[src/rtl/mp3_frame_chain_walker_macros.svh]
// ----------------------------------------------------------------------------
// mp3_frame_chain_walker_macros.svh
// Assertion macros for the frame chain walker RTL.
// ----------------------------------------------------------------------------
`ifndef MP3_FRAME_CHAIN_WALKER_MACROS_SVH
`define MP3_FRAME_CHAIN_WALKER_MACROS_SVH

// same-cycle implication, sampled on clk, off while rst_n is low
`define MP3FCW_ASSERT_IMP(lbl, ante, cons, msg) \
  lbl: assert property (@(posedge clk) disable iff (!rst_n) (ante) |-> (cons)) \
    else $error(msg);

// next-cycle implication
`define MP3FCW_ASSERT_NXT(lbl, ante, cons, msg) \
  lbl: assert property (@(posedge clk) disable iff (!rst_n) (ante) |=> (cons)) \
    else $error(msg);

`endif

[src/rtl/mp3fcw_pkg.sv]
// ----------------------------------------------------------------------------
// mp3fcw_pkg
// Widths, header codes, rate tables and shared types of the frame chain walker.
// ----------------------------------------------------------------------------
`default_nettype none

package mp3fcw_pkg;

  localparam int unsigned MAX_FILE_BYTES = 262144;

  localparam int unsigned BYTE_W  = 8;
  localparam int unsigned POS_W   = 19;
  localparam int unsigned CNT_W   = 14;
  localparam int unsigned KBPS_W  = 9;
  localparam int unsigned HZ_W    = 16;
  localparam int unsigned DUR_W   = 20;
  localparam int unsigned FMS_W   = 8;   // per-frame ms, at most 72
  localparam int unsigned QUO_W   = 11;  // frame size before padding, at most 1440
  localparam int unsigned SIZE_W  = QUO_W + 1;
  localparam int unsigned DEN_W   = HZ_W;
  localparam int unsigned NUM_W   = DEN_W + QUO_W - 1;
  localparam int unsigned SCALE_W = 18;
  localparam int unsigned DCNT_W  = $clog2(QUO_W);

  localparam logic [CNT_W-1:0] FRAMES_MAX = '1;
  localparam logic [DUR_W-1:0] MS_MAX     = '1;

  localparam logic [BYTE_W-1:0] SYNC_BYTE = 8'hFF;
  localparam logic [BYTE_W-1:0] SYNC_MASK = 8'hE0;

  localparam logic [1:0] VER_MPEG25   = 2'd0;
  localparam logic [1:0] VER_RESERVED = 2'd1;
  localparam logic [1:0] VER_MPEG2    = 2'd2;
  localparam logic [1:0] VER_MPEG1    = 2'd3;
  localparam logic [1:0] LAYER_III    = 2'd1;

  // samples/8 * 1000
  localparam logic [SCALE_W-1:0] SCALE_V1 = 18'd144000;
  localparam logic [SCALE_W-1:0] SCALE_V2 = 18'd72000;

  localparam logic [SIZE_W-1:0] MIN_FRAME = 12'd4;

  typedef struct packed {
    logic              ok;
    logic              v1;
    logic              pad;
    logic [KBPS_W-1:0] kbps;
    logic [HZ_W-1:0]   hz;
    logic [FMS_W-1:0]  ms;
  } hdr_info_t;

  typedef struct packed {
    logic             start;
    logic [NUM_W-1:0] num;
    logic [DEN_W-1:0] den;
  } div_ctrl_t;

  typedef struct packed {
    logic             busy;
    logic             done;
    logic [QUO_W-1:0] quo;
  } div_stat_t;

  function automatic logic [KBPS_W-1:0] kbps_lut(input logic v1, input logic [3:0] idx);
    logic [KBPS_W-1:0] k;
    if (v1) begin
      case (idx)
        4'd1:    k = 9'd32;
        4'd2:    k = 9'd40;
        4'd3:    k = 9'd48;
        4'd4:    k = 9'd56;
        4'd5:    k = 9'd64;
        4'd6:    k = 9'd80;
        4'd7:    k = 9'd96;
        4'd8:    k = 9'd112;
        4'd9:    k = 9'd128;
        4'd10:   k = 9'd160;
        4'd11:   k = 9'd192;
        4'd12:   k = 9'd224;
        4'd13:   k = 9'd256;
        4'd14:   k = 9'd320;
        default: k = '0;
      endcase
    end else begin
      case (idx)
        4'd1:    k = 9'd8;
        4'd2:    k = 9'd16;
        4'd3:    k = 9'd24;
        4'd4:    k = 9'd32;
        4'd5:    k = 9'd40;
        4'd6:    k = 9'd48;
        4'd7:    k = 9'd56;
        4'd8:    k = 9'd64;
        4'd9:    k = 9'd80;
        4'd10:   k = 9'd96;
        4'd11:   k = 9'd112;
        4'd12:   k = 9'd128;
        4'd13:   k = 9'd144;
        4'd14:   k = 9'd160;
        default: k = '0;
      endcase
    end
    return k;
  endfunction

  function automatic logic [HZ_W-1:0] hz_lut(input logic [1:0] ver, input logic [1:0] idx);
    logic [HZ_W-1:0] h;
    h = '0;
    case (ver)
      VER_MPEG1: begin
        case (idx)
          2'd0:    h = 16'd44100;
          2'd1:    h = 16'd48000;
          2'd2:    h = 16'd32000;
          default: h = '0;
        endcase
      end
      VER_MPEG2: begin
        case (idx)
          2'd0:    h = 16'd22050;
          2'd1:    h = 16'd24000;
          2'd2:    h = 16'd16000;
          default: h = '0;
        endcase
      end
      VER_MPEG25: begin
        case (idx)
          2'd0:    h = 16'd11025;
          2'd1:    h = 16'd12000;
          2'd2:    h = 16'd8000;
          default: h = '0;
        endcase
      end
      default: h = '0;
    endcase
    return h;
  endfunction

  // integer ms of one frame: samples * 1000 / rate
  function automatic logic [FMS_W-1:0] ms_lut(input logic [1:0] ver, input logic [1:0] idx);
    logic [FMS_W-1:0] m;
    m = '0;
    case (ver)
      VER_MPEG1, VER_MPEG2: begin
        case (idx)
          2'd0:    m = 8'd26;
          2'd1:    m = 8'd24;
          2'd2:    m = 8'd36;
          default: m = '0;
        endcase
      end
      VER_MPEG25: begin
        case (idx)
          2'd0:    m = 8'd52;
          2'd1:    m = 8'd48;
          2'd2:    m = 8'd72;
          default: m = '0;
        endcase
      end
      default: m = '0;
    endcase
    return m;
  endfunction

endpackage

`default_nettype wire

[src/rtl/mp3fcw_in_if.sv]
// ----------------------------------------------------------------------------
// mp3fcw_in_if
// Byte channel into the walker: valid/ready with one file byte per item.
// ----------------------------------------------------------------------------
`default_nettype none

interface mp3fcw_in_if;
  logic                            valid;
  logic                            ready;
  logic [mp3fcw_pkg::BYTE_W-1:0]   byte_value;
  logic                            last_byte;

  modport source (output valid, output byte_value, output last_byte, input ready);
  modport sink   (input valid, input byte_value, input last_byte, output ready);
endinterface

`default_nettype wire

[src/rtl/mp3fcw_out_if.sv]
// ----------------------------------------------------------------------------
// mp3fcw_out_if
// Report channel out of the walker: one item per file.
// ----------------------------------------------------------------------------
`default_nettype none

interface mp3fcw_out_if;
  logic                            valid;
  logic                            ready;
  logic [mp3fcw_pkg::CNT_W-1:0]    frame_count;
  logic [mp3fcw_pkg::KBPS_W-1:0]   first_bitrate_kbps;
  logic [mp3fcw_pkg::HZ_W-1:0]     first_rate_hz;
  logic [mp3fcw_pkg::DUR_W-1:0]    total_ms;
  logic [mp3fcw_pkg::POS_W-1:0]    stop_offset;
  logic                            chain_complete;

  modport source (output valid, output frame_count, output first_bitrate_kbps,
                  output first_rate_hz, output total_ms, output stop_offset,
                  output chain_complete, input ready);
  modport sink   (input valid, input frame_count, input first_bitrate_kbps,
                  input first_rate_hz, input total_ms, input stop_offset,
                  input chain_complete, output ready);
endinterface

`default_nettype wire

[src/rtl/mp3_frame_chain_walker.sv]
// Flow: a byte that does not complete an expected header is taken at once; the fourth
// header byte starts the divider, and the next byte is taken only after the divider loads,
// produces its quotient bits one per cycle and signals done, and UPD applies the frame. A report
// is presented in the cycle after the last byte is taken or, when that byte closed a header, once
// RPT finds the output slot free. One byte per cycle between headers while the report slot is free.
// Reset: synchronous, active low; clears the walk, the sequencer and the report slot's valid flag.
// ----------------------------------------------------------------------------
// mp3_frame_chain_walker
// Walks the chain of Layer III frame headers through one MP3 file and reports
// frame count, first rate and bitrate, total duration and stop offset.
// ----------------------------------------------------------------------------
`default_nettype none
`include "mp3_frame_chain_walker_macros.svh"

module mp3_frame_chain_walker (
  input  logic             clk,
  input  logic             rst_n,
  mp3fcw_in_if.sink        in_if,
  mp3fcw_out_if.source     out_if
);

  // sequencer: IDLE takes bytes, DIV waits on the divider, UPD applies the
  // frame, RPT holds a pending report until the output slot frees up
  typedef enum logic [3:0] {
    ST_IDLE = 4'b0001,
    ST_DIV  = 4'b0010,
    ST_UPD  = 4'b0100,
    ST_RPT  = 4'b1000
  } state_t;

  state_t state_r;

  // walk state
  logic [mp3fcw_pkg::POS_W-1:0]    bp_r;      // bytes taken in this file, up to the size limit
  logic [mp3fcw_pkg::POS_W-1:0]    nfo_r;     // expected next frame start
  logic [3*mp3fcw_pkg::BYTE_W-1:0] hs_r;      // last three bytes
  logic                            stopped_r;
  logic [mp3fcw_pkg::CNT_W-1:0]    frames_r;
  logic [mp3fcw_pkg::DUR_W-1:0]    dur_r;
  logic [mp3fcw_pkg::HZ_W-1:0]     first_hz_r;
  logic [mp3fcw_pkg::KBPS_W-1:0]   first_kbps_r;
  logic                            last_pend_r;

  // header held across the divide
  logic [mp3fcw_pkg::KBPS_W-1:0]   kbps_r;
  logic [mp3fcw_pkg::HZ_W-1:0]     hz_r;
  logic [mp3fcw_pkg::FMS_W-1:0]    ms_r;
  logic                            pad_r;

  // report slot
  logic                            out_valid_r;
  logic [mp3fcw_pkg::CNT_W-1:0]    o_frames_r;
  logic [mp3fcw_pkg::KBPS_W-1:0]   o_kbps_r;
  logic [mp3fcw_pkg::HZ_W-1:0]     o_hz_r;
  logic [mp3fcw_pkg::DUR_W-1:0]    o_dur_r;
  logic [mp3fcw_pkg::POS_W-1:0]    o_stop_r;
  logic                            o_done_r;

  mp3fcw_pkg::hdr_info_t hdr;
  mp3fcw_pkg::div_ctrl_t div_ctrl;
  mp3fcw_pkg::div_stat_t div_stat;

  logic                                          in_acc;
  logic                                          out_free;
  logic                                          in_range;
  logic                                          at_hdr;
  logic                                          eval;
  logic [mp3fcw_pkg::POS_W-1:0]                  bp_nxt;
  logic                                          report;
  logic [mp3fcw_pkg::KBPS_W+mp3fcw_pkg::SCALE_W-1:0] prod;
  logic [mp3fcw_pkg::SIZE_W-1:0]                 size;
  logic                                          size_ok;
  logic [mp3fcw_pkg::DUR_W:0]                    dur_sum;

  mp3fcw_hdr u_hdr (
    .hdr  (hs_r),
    .info (hdr)
  );

  mp3fcw_div u_div (
    .clk   (clk),
    .rst_n (rst_n),
    .ctrl  (div_ctrl),
    .stat  (div_stat)
  );

  assign out_free    = !out_valid_r || out_if.ready;
  assign in_if.ready = (state_r == ST_IDLE) && out_free;
  assign in_acc      = in_if.valid && in_if.ready;

  // bytes past the size limit are dropped from the walk
  assign in_range = (bp_r < mp3fcw_pkg::POS_W'(mp3fcw_pkg::MAX_FILE_BYTES));
  // the fourth header byte arrives: the other three sit in hs_r
  assign at_hdr   = ({1'b0, bp_r} == ({1'b0, nfo_r} + (mp3fcw_pkg::POS_W+1)'(3)));
  assign eval     = in_range && !stopped_r && at_hdr;
  assign bp_nxt   = (in_acc && in_range) ? bp_r + 1'b1 : bp_r;

  // frame bytes times rate = 1000 * samples/8 * kbps
  assign prod = hdr.kbps * (hdr.v1 ? mp3fcw_pkg::SCALE_V1 : mp3fcw_pkg::SCALE_V2);

  assign div_ctrl.start = (state_r == ST_IDLE) && in_acc && eval && hdr.ok;
  assign div_ctrl.num   = prod[mp3fcw_pkg::NUM_W-1:0];
  assign div_ctrl.den   = hdr.hz;

  assign size    = {1'b0, div_stat.quo} + mp3fcw_pkg::SIZE_W'(pad_r);
  assign size_ok = (size >= mp3fcw_pkg::MIN_FRAME);
  assign dur_sum = {1'b0, dur_r} + (mp3fcw_pkg::DUR_W+1)'(ms_r);

  // report either straight on the last byte or once its header is done
  assign report = ((state_r == ST_IDLE) && in_acc && in_if.last_byte && !div_ctrl.start) ||
                  ((state_r == ST_RPT) && out_free);

  always_ff @(posedge clk) begin
    if (!rst_n) begin
      state_r      <= ST_IDLE;
      bp_r         <= '0;
      nfo_r        <= '0;
      hs_r         <= '0;
      stopped_r    <= 1'b0;
      frames_r     <= '0;
      dur_r        <= '0;
      first_hz_r   <= '0;
      first_kbps_r <= '0;
      last_pend_r  <= 1'b0;
      out_valid_r  <= 1'b0;
    end else begin
      if (out_valid_r && out_if.ready) begin
        out_valid_r <= 1'b0;
      end

      unique case (state_r)
        ST_IDLE: begin
          if (in_acc) begin
            if (in_range) begin
              hs_r <= {hs_r[2*mp3fcw_pkg::BYTE_W-1:0], in_if.byte_value};
              bp_r <= bp_nxt;
            end
            if (eval) begin
              if (hdr.ok) begin
                last_pend_r <= in_if.last_byte;
                state_r     <= ST_DIV;
              end else begin
                stopped_r <= 1'b1;
              end
            end
          end
        end
        ST_DIV: begin
          if (div_stat.done) begin
            state_r <= ST_UPD;
          end
        end
        ST_UPD: begin
          if (size_ok) begin
            if (frames_r == '0) begin
              first_hz_r   <= hz_r;
              first_kbps_r <= kbps_r;
            end
            if (frames_r != mp3fcw_pkg::FRAMES_MAX) begin
              frames_r <= frames_r + 1'b1;
            end
            dur_r <= (dur_sum > {1'b0, mp3fcw_pkg::MS_MAX}) ? mp3fcw_pkg::MS_MAX
                                                              : dur_sum[mp3fcw_pkg::DUR_W-1:0];
            nfo_r <= nfo_r + mp3fcw_pkg::POS_W'(size);
          end else begin
            stopped_r <= 1'b1;
          end
          state_r <= last_pend_r ? ST_RPT : ST_IDLE;
        end
        ST_RPT: begin
          if (out_free) begin
            state_r <= ST_IDLE;
          end
        end
        default: state_r <= ST_IDLE;
      endcase

      // end of file: hand off totals, start the next file from scratch
      if (report) begin
        out_valid_r  <= 1'b1;
        bp_r         <= '0;
        nfo_r        <= '0;
        hs_r         <= '0;
        stopped_r    <= 1'b0;
        frames_r     <= '0;
        dur_r        <= '0;
        first_hz_r   <= '0;
        first_kbps_r <= '0;
        last_pend_r  <= 1'b0;
      end
    end
  end

  // payload registers
  always_ff @(posedge clk) begin
    if (div_ctrl.start) begin
      kbps_r <= hdr.kbps;
      hz_r   <= hdr.hz;
      ms_r   <= hdr.ms;
      pad_r  <= hdr.pad;
    end
    if (report) begin
      o_frames_r <= frames_r;
      o_kbps_r   <= first_kbps_r;
      o_hz_r     <= first_hz_r;
      o_dur_r    <= dur_r;
      o_stop_r   <= nfo_r;
      o_done_r   <= (nfo_r >= bp_nxt);
    end
  end

  assign out_if.valid              = out_valid_r;
  assign out_if.frame_count        = o_frames_r;
  assign out_if.first_bitrate_kbps = o_kbps_r;
  assign out_if.first_rate_hz      = o_hz_r;
  assign out_if.total_ms           = o_dur_r;
  assign out_if.stop_offset        = o_stop_r;
  assign out_if.chain_complete     = o_done_r;

  `MP3FCW_ASSERT_IMP(a_start_idle, div_ctrl.start, !div_stat.busy, "divider restarted while busy")
  `MP3FCW_ASSERT_IMP(a_done_in_div, div_stat.done, state_r == ST_DIV, "divider done outside DIV")
  `MP3FCW_ASSERT_NXT(a_div_to_upd, (state_r == ST_DIV) && div_stat.done, state_r == ST_UPD, "no update after divide")
  `MP3FCW_ASSERT_IMP(a_rpt_pending, state_r == ST_RPT, last_pend_r, "report state without a last byte")
  `MP3FCW_ASSERT_IMP(a_upd_live, state_r == ST_UPD, !stopped_r, "frame update on a stopped walk")

endmodule

`default_nettype wire

[src/rtl/mp3fcw_hdr.sv]
// ----------------------------------------------------------------------------
// mp3fcw_hdr
// Decodes the first three header bytes: sync, version, layer, rate lookups.
// ----------------------------------------------------------------------------
`default_nettype none

module mp3fcw_hdr (
  input  logic [3*mp3fcw_pkg::BYTE_W-1:0] hdr,
  output mp3fcw_pkg::hdr_info_t           info
);

  logic [mp3fcw_pkg::BYTE_W-1:0] b0;
  logic [mp3fcw_pkg::BYTE_W-1:0] b1;
  logic [mp3fcw_pkg::BYTE_W-1:0] b2;
  logic [1:0]                    ver;
  logic [1:0]                    layer;
  logic                          sync_ok;
  logic                          kind_ok;

  assign b0    = hdr[23:16];
  assign b1    = hdr[15:8];
  assign b2    = hdr[7:0];
  assign ver   = b1[4:3];
  assign layer = b1[2:1];

  assign sync_ok = (b0 == mp3fcw_pkg::SYNC_BYTE) &&
                   ((b1 & mp3fcw_pkg::SYNC_MASK) == mp3fcw_pkg::SYNC_MASK);
  assign kind_ok = (ver != mp3fcw_pkg::VER_RESERVED) && (layer == mp3fcw_pkg::LAYER_III);

  always_comb begin
    info.v1   = (ver == mp3fcw_pkg::VER_MPEG1);
    info.pad  = b2[1];
    info.kbps = mp3fcw_pkg::kbps_lut(info.v1, b2[7:4]);
    info.hz   = mp3fcw_pkg::hz_lut(ver, b2[3:2]);
    info.ms   = mp3fcw_pkg::ms_lut(ver, b2[3:2]);
    info.ok   = sync_ok && kind_ok && (info.kbps != '0) && (info.hz != '0);
  end

endmodule

`default_nettype wire

[src/rtl/mp3fcw_div.sv]
// ----------------------------------------------------------------------------
// mp3fcw_div
// Restoring divider, one quotient bit per cycle, for the frame size.
// ----------------------------------------------------------------------------
`default_nettype none

module mp3fcw_div (
  input  logic                  clk,
  input  logic                  rst_n,
  input  mp3fcw_pkg::div_ctrl_t ctrl,
  output mp3fcw_pkg::div_stat_t stat
);

  logic [mp3fcw_pkg::NUM_W-1:0]  rem_r;
  logic [mp3fcw_pkg::NUM_W-1:0]  dsh_r;
  logic [mp3fcw_pkg::QUO_W-1:0]  quo_r;
  logic [mp3fcw_pkg::DCNT_W-1:0] cnt_r;
  logic                          busy_r;
  logic                          done_r;
  logic                          fits;

  assign fits = (rem_r >= dsh_r);

  // control
  always_ff @(posedge clk) begin
    if (!rst_n) begin
      busy_r <= 1'b0;
      done_r <= 1'b0;
      cnt_r  <= '0;
    end else begin
      done_r <= 1'b0;
      if (ctrl.start) begin
        busy_r <= 1'b1;
        cnt_r  <= mp3fcw_pkg::DCNT_W'(mp3fcw_pkg::QUO_W - 1);
      end else if (busy_r) begin
        cnt_r <= cnt_r - 1'b1;
        if (cnt_r == '0) begin
          busy_r <= 1'b0;
          done_r <= 1'b1;
        end
      end
    end
  end

  // datapath: divisor starts aligned to the top quotient bit
  always_ff @(posedge clk) begin
    if (ctrl.start) begin
      rem_r <= ctrl.num;
      dsh_r <= {ctrl.den, (mp3fcw_pkg::QUO_W-1)'(0)};
    end else if (busy_r) begin
      if (fits) begin
        rem_r <= rem_r - dsh_r;
      end
      quo_r <= {quo_r[mp3fcw_pkg::QUO_W-2:0], fits};
      dsh_r <= dsh_r >> 1;
    end
  end

  assign stat.busy = busy_r;
  assign stat.done = done_r;
  assign stat.quo  = quo_r;

endmodule

`default_nettype wire
[src/flat_wrapper.sv]
// flat-port wrapper written by rule: the top's interface ports become plain ports
module mp3_frame_chain_walker_flat 
  (clk, rst_n, in_if_valid, in_if_byte_value, in_if_last_byte, in_if_ready, out_if_valid, out_if_frame_count, out_if_first_bitrate_kbps, out_if_first_rate_hz, out_if_total_ms, out_if_stop_offset, out_if_chain_complete, out_if_ready);
  mp3fcw_in_if in_if_i ();
  mp3fcw_out_if out_if_i ();
  input  logic clk;
  input  logic rst_n;
  input wire logic [$bits(in_if_i.valid)-1:0] in_if_valid;
  input wire logic [$bits(in_if_i.byte_value)-1:0] in_if_byte_value;
  input wire logic [$bits(in_if_i.last_byte)-1:0] in_if_last_byte;
  output wire logic [$bits(in_if_i.ready)-1:0] in_if_ready;
  output wire logic [$bits(out_if_i.valid)-1:0] out_if_valid;
  output wire logic [$bits(out_if_i.frame_count)-1:0] out_if_frame_count;
  output wire logic [$bits(out_if_i.first_bitrate_kbps)-1:0] out_if_first_bitrate_kbps;
  output wire logic [$bits(out_if_i.first_rate_hz)-1:0] out_if_first_rate_hz;
  output wire logic [$bits(out_if_i.total_ms)-1:0] out_if_total_ms;
  output wire logic [$bits(out_if_i.stop_offset)-1:0] out_if_stop_offset;
  output wire logic [$bits(out_if_i.chain_complete)-1:0] out_if_chain_complete;
  input wire logic [$bits(out_if_i.ready)-1:0] out_if_ready;
  assign in_if_i.valid = in_if_valid;
  assign in_if_i.byte_value = in_if_byte_value;
  assign in_if_i.last_byte = in_if_last_byte;
  assign in_if_ready = in_if_i.ready;
  assign out_if_valid = out_if_i.valid;
  assign out_if_frame_count = out_if_i.frame_count;
  assign out_if_first_bitrate_kbps = out_if_i.first_bitrate_kbps;
  assign out_if_first_rate_hz = out_if_i.first_rate_hz;
  assign out_if_total_ms = out_if_i.total_ms;
  assign out_if_stop_offset = out_if_i.stop_offset;
  assign out_if_chain_complete = out_if_i.chain_complete;
  assign out_if_i.ready = out_if_ready;
  mp3_frame_chain_walker u_core (.clk(clk), .rst_n(rst_n), .in_if(in_if_i), .out_if(out_if_i));
endmodule
[config.mk]
export PLATFORM = sky130hd
export DESIGN_NAME = mp3_frame_chain_walker_flat
export DESIGN_NICKNAME = d
export VERILOG_FILES = /design/src/rtl/mp3fcw_pkg.sv /design/src/rtl/mp3fcw_in_if.sv /design/src/rtl/mp3fcw_out_if.sv /design/src/rtl/mp3_frame_chain_walker.sv /design/src/rtl/mp3fcw_hdr.sv /design/src/rtl/mp3fcw_div.sv /design/src/flat_wrapper.sv
export VERILOG_INCLUDE_DIRS = /design/src /design/src/rtl
export SDC_FILE = /design/constraint.sdc
export NUM_CORES = 1
export LEC_CHECK = 0
export ABC_AREA = 1
export BUFFER_PORTS_ARGS = -buffer_cell sky130_fd_sc_hd__buf_2
export CORE_UTILIZATION = 45
export DETAILED_ROUTE_END_ITERATION = 8
export HOLD_SLACK_MARGIN = 0.02
export PLACE_DENSITY = 0.66
export SLEW_MARGIN = 20
export SYNTH_ARGS = -nofsm -noshare
export SYNTH_HDL_FRONTEND = slang
export SYNTH_SLANG_ARGS = --single-unit
export TNS_END_PERCENT = 100
[constraint.sdc]
create_clock -name clk -period 6 [get_ports clk]
set_input_delay 1.2 -clock clk [delete_from_list [all_inputs] [get_ports clk]]
set_output_delay 1.2 -clock clk [all_outputs]
set_load 0.005 [all_outputs]
* Word-level counts from Yosys, hierarchy flattened
Memories as Yosys holds them, arrays and structs flattened. A register that Yosys moved wholly into a read port is not among the register bits.
Index checks and enable logic that the tools add are counted.
** Cells by class
- Add/sub/neg operators :: 8
- Multipliers :: 1
- Divide/modulo/power cells :: 0
- Magnitude comparators :: 5
- Eq/ne operators :: 21
- Shift operators :: 0
- Multiplexer cells :: 40
- Bitwise operators :: 3
- Reduce and logical (&&, ||, !) cells :: 45
** Operators with widths (count)
- $mux 26 :: 5
- $pmux 16 s3 :: 2
- $mux 4 :: 12
- $pmux 15 s3 :: 1
- $pmux 14 s3 :: 1
- $mul 9x27->26 :: 1
- $ge 26x26->1 :: 1
- $sub 26x26->26 :: 1
- $add 20x8->21 :: 1
- $gt 21x20->1 const B :: 1
- $pmux 7 s3 :: 1
- $add 19x2->20 const B :: 1
- $eq 19x20->1 :: 1
- $mux 20 :: 1
- $add 19x1->19 const B :: 1
- $add 19x12->19 :: 1
- $ge 19x19->1 :: 1
- $lt 19x19->1 const B :: 1
- $mux 19 :: 1
- $mux 18 :: 1
- $pmux 6 s3 :: 1
- $logic_and 1x1->1 :: 17
- $pmux 4 s4 :: 1
- $pmux 8 s2 :: 1
- 33 further kinds :: 67
** Word-level totals
- Register bits :: 310
- Bits in latches :: 0
- RAM bits :: 0
- Memory bits (read-only) :: 176
- Input port bits :: 13
- Logic and storage cells :: 154
- Memories kept :: 2
** Memory list
- (name not given) :: depth 16, width 6, read ports 1, clocked after Yosys merged registers in 1, write ports 0, line mp3fcw_pkg.sv:67 : case (idx)
- (name not given) :: depth 16, width 5, read ports 1, clocked after Yosys merged registers in 1, write ports 0, line mp3fcw_pkg.sv:85 : case (idx)

* Longest topological paths before layout
- Word-level depth :: 12
- Gate-level depth with buffers :: 24

* By module
Synthesis repeated with hierarchy kept, for this count alone.
** Unflattened totals
- Cell total of the unflattened synthesis :: 2552
- Area total of the unflattened synthesis :: 19921.6 um2
** Modules (own cells, without submodules)
- mp3_frame_chain_walker :: instances 1, cells an instance 1736, area an instance 14425.1 um2
- mp3fcw_div :: instances 1, cells an instance 647, area an instance 4626.9 um2
- mp3fcw_hdr :: instances 1, cells an instance 169, area an instance 869.6 um2

* Worst setup path before layout
Ideal clock, no wire load.
- Path kind :: register to register
- Start :: register u_core.hs_r[11] (netlist name)
- End :: register u_core.u_div.rem_r[25] (netlist name) (data pin)
- Setup time :: 263 ps
- Data arrival time :: 3974 ps
- Slack :: 1762 ps
- Cell stages (with the launch flop) :: 20
- Clock period less this slack :: 4238 ps
- Cell sequence :: dfxtp_1 > nand2_2 > buf_2 > nor2_2 > inv_1 > nand2_1 > ha_1 > fa_1 > fa_1 > ha_1 > ha_1 > nand2_1 > o21ai_0 > a21oi_1 > o21ai_0 > a21oi_1 > o21bai_1 > a21oi_1 > o21ai_0 > o21ai_0
** RTL lines
- from (decl) :: line mp3_frame_chain_walker.sv:36 : logic [3*mp3fcw_pkg::BYTE_W-1:0] hs_r;
- from (signal assigned) :: line mp3_frame_chain_walker.sv:135 : hs_r <= {hs_r[2*mp3fcw_pkg::BYTE_W-1:0], in_if.byte_value};
- to (signal assigned) :: line mp3fcw_div.sv:48 : rem_r <= ctrl.num;
- to (signal assigned) :: line mp3fcw_div.sv:52 : rem_r <= rem_r - dsh_r;
- to (decl) :: line mp3fcw_div.sv:14 : logic [mp3fcw_pkg::NUM_W-1:0] rem_r;

==> impl_results.rst <==
.. list-table::
   :header-rows: 1

   * - Metric
     - Value
   * - Post-cts sizing count
     - 0
   * - Antenna diode instance count
     - 0
   * - Arrival time at the worst endpoint
     - 5.10 ns
   * - Part of the power in registers
     - 47.1%
   * - Sequential fraction of the synthesis area
     - 44.7%
   * - Combinational family with the most area after synthesis
     - simple AND/OR/NAND/NOR gates
   * - Number of nets in the final layout
     - 2209
   * - Post-CTS setup buffer count
     - 0
   * - Area share of the leading cell type in the synthesized netlist
     - 27.1%
   * - Compound-Gate Fraction of Synth Area
     - 11.3%
   * - Worst slack after detailed placement
     - 1.22 ns
   * - Main synth FF type
     - edfxtp_1
   * - DRT Pass-1 Iters
     - 6
   * - Kind of launch point of the worst setup path
     - register
   * - Largest driver fanout on the critical path
     - 16
   * - Leak pwr
     - 8.00 nW
   * - Actual slew at the worst max-slew pin
     - 1.05 ns
   * - Switching portion of total power
     - 23.3%
   * - Path category of the worst min-delay check
     - register to register
   * - Number of filler cells placed in the layout
     - 3525
   * - Maximum Capacitance Violations
     - 0
   * - F_max
     - 208 MHz
   * - Horizontal die dimension
     - 197 µm
   * - Max transition margin
     - 30.1%
   * - Cell internal power dissipation
     - 3.62 mW
   * - Starting density of the core
     - 46.2%
   * - Simple-gate area share of the yosys netlist
     - 20.7%
   * - Total DRC errors in the routed layout
     - 0
   * - Via count of the routed design
     - 13404
   * - Total wirelength of the detailed-routed design
     - 39200 µm
   * - Unrepaired setup endpoints after global routing
     - no
   * - Total congestion overflow
     - 0
   * - Area added between synthesis and finish
     - 12.4%
   * - Power spent charging and discharging nets
     - 1.10 mW
   * - TritonCTS clock tree
     - done
   * - Status
     - complete, no violations
   * - Most common cell in the synthesized netlist
     - nand2_1
   * - Proportion of power drawn by the clock network
     - 46.5%
   * - Insertion delay to the later sink of the worst-skew pair
     - 0.54 ns
   * - Routed length per instance
     - 15.1 µm
   * - Instance area at placement
     - 18000 µm²
   * - Startpoint of the lowest-slack register-to-register path
     - u_core.hs_r[11]
   * - Clk Tree Root Cell
     - clkbuf_16
   * - Number of nets still failing antenna checks after routing
     - 0
   * - Clock sinks
     - 304
   * - Number of global-route vias before repair
     - 12758
   * - Final period demand of the worst path
     - 4.82 ns
   * - H-tree depth
     - 2
   * - Synthesized instance count
     - 1959
   * - Max-slew violation count
     - 0
   * - Longest Clk Path Bufs
     - 3
   * - Wire length of the first global-routing pass
     - 64500 µm
   * - Final critical-path setup slack
     - 1.18 ns
   * - EDFF count, synth
     - 154
   * - Final hold violation count
     - 0
   * - Xor/xnor share of the synthesized area
     - 4.96%
   * - Core outline area
     - 37000 µm²
   * - Cell type contributing the most total cell area after synthesis
     - edfxtp_1
   * - Yosys warnings
     - 0
   * - Vertical die dimension
     - 197 µm
   * - Power Density
     - 246 nW/µm²
   * - Combinational share of power
     - 6.4%
   * - List of most frequent post-synthesis cells
     - 399 x nand2_1, 244 x inv_1, 181 x nor2_1
   * - Global routing usage summed across all routing layers
     - 20.7%
   * - Critical path capture point type
     - register
   * - Startpoint of the lowest-slack hold path
     - u_core.first_hz_r[1]
   * - Largest net degree at the start of global routing
     - 64
   * - Final non-filler cell area
     - 19200 µm²
   * - Gpl congestion
     - 0.915
   * - Critical Setup Path Class
     - register to register
   * - Buffers on Ports
     - 89
   * - DRT iter0 DRCs
     - 672
   * - Clock edge transition at the registers on the reported setup and hold paths
     - 0.06 ns
   * - Highest ir drop seen on vdd
     - 0.158 mV
   * - Antenna violations before repair
     - 1
   * - Setup Skew
     - 0.0171 ns
   * - Avg Inst Size Synth
     - 8.72 µm²
   * - Number of rows in the core area
     - 70
   * - Syn Std Cell Area
     - 17100 µm²
   * - Async set-reset flop share out of synthesis
     - 0%
   * - IO Count
     - 94
   * - Post-detail-place hpwl
     - 29400 µm
   * - Final setup violation count
     - 0
   * - First element of the critical path
     - u_core.hs_r[11]
   * - Post-synthesis share of cell area spent on full adders, half adders and majority gates
     - 11.2%
   * - Accumulated negative setup slack
     - 0 ns
   * - Post-detailed-route via-to-cell ratio
     - 5.19
   * - Fraction of layout instances using a drive strength above 1
     - 11.2%
   * - Total of flip-flops plus latches after synthesis
     - 304
   * - Full die area
     - 38700 µm²
   * - Most area-consuming cells after synthesis
     - edfxtp_1 27%, dfxtp_1 18%, ha_1 9.0%
   * - Cts bufs inserted
     - 35
   * - Post-synthesis mux area share
     - 0.117%
   * - # hold bufs at CTS
     - 0
   * - Data required time of the critical path
     - 6.29 ns
   * - Post-route fraction of the period consumed by the critical path
     - 80.3%
   * - Number of unique standard cell types used by synthesis
     - 54
==> metal layers <==
layer / track usage [%] / vias to the layer above / part of all wire (%)
li1: - / 6752 / -
met1: 27.9 / 6278 / 46
met2: 33.7 / 306 / 46
met3: 3.90 / 66 / 5.7
met4: 6.60 / 2 / 2.4
met5: 0 / - / 0.043
==> cell type report <==
type	count	area (µm²)	area share, %
Tap cell	504	631	3.29
Clock inverter	20	245	1.28
Timing Repair Buffer	96	498	2.59
Inverter	250	940	4.90
Clock buffer	44	951	4.95
Multi-Input combinational cell	1367	8300	43.3
Sequential cell	304	7630	39.7
==> cells in the final DEF, fill, tap and decap left out, types with 33 or more instances in the layout <==
cell / instances
clkbuf_16: 36
o21ai_0: 74
a21oi_1: 129
xor2_1: 65
dfxtp_1: 150
inv_1: 243
nand3_1: 83
edfxtp_1: 154
nor2_1: 181
ha_1: 123
buf_2: 89
nor3_1: 37
nand4_1: 33
nand2_1: 399
==> state kept, by name, summed over array words and instances, names as in the netlist, 11 cells and up, named ones only <==
signal                       cells
u_core.u_div.dsh_r              26
u_core.u_div.quo_r              11
u_core.nfo_r                    19
u_core.dur_r                    20
u_core.out_if.first_rate_hz     14
u_core.bp_r                     19
u_core.hs_r                     24
u_core.u_div.rem_r              26
u_core.out_if.frame_count       14
u_core.out_if.total_ms          20
u_core.hz_r                     14
u_core.frames_r                 14
u_core.out_if.stop_offset       19
u_core.first_hz_r               14
==> stage by stage <==
stage / hold slack, ns / util [%] / power [mW] / instances
after floorplan: 0.408 / - / 2.48 / 1970
after global placement: 0.417 / 48.7 / 2.57 / 2521
after detailed placement: 0.419 / 48.7 / 2.57 / 2521
after CTS: 0.431 / 51.9 / 4.78 / 2585
after global routing: 0.440 / 51.9 / 4.89 / 2585
final: 0.433 / 51.9 / 4.72 / 2585
==> critical path, stage by stage, from the launching register on <==
cell      delay, ns
dfxtp_1        0.47
nand2_2        0.27
nor2_2         0.31
inv_1          0.16
nand2_1        0.09
ha_1           0.24
fa_1           0.52
fa_1           0.50
ha_1           0.30
ha_1           0.35
nand2_1        0.06
o21ai_0        0.28
a21oi_1        0.18
o21ai_0        0.29
a21oi_1        0.11
o21bai_1       0.16
a21oi_1        0.07
o21ai_0        0.10
o21ai_0        0.09
==> cell families after synthesis <==
group / count (synthesis)
muxes: 2
xor gates and xnor gates: 95
and+or+nand+nor: 800
DFF: 304
adders and majority gates: 142
other: 2
AOI/OAI and AO/OA: 315
buffers and inverters: 299
==> power by group through the flow <==
stage          Clock, mW  Sequential (mW)  Combinational (mW)
6_report            2.20             2.23               0.301
5_1_grt             2.32             2.23               0.340
4_1_cts             2.25             2.22               0.304
3_5_place_dp           0             2.27               0.301
3_3_place_gp           0             2.27               0.300
2_1_floorplan          0             2.27               0.206
==> worst paths after layout <==
kind	slack [ns]	depth (start not counted)	endpoint
max	1.18	18	u_core.u_div.rem_r[25]
min	0.43	0	u_core.out_if.first_rate_hz[1]
max reg2reg	1.18	18	u_core.u_div.rem_r[25]
min reg2reg	0.43	0	u_core.out_if.first_rate_hz[1]
No activity file was read; power rests on OpenSTA's default activity.
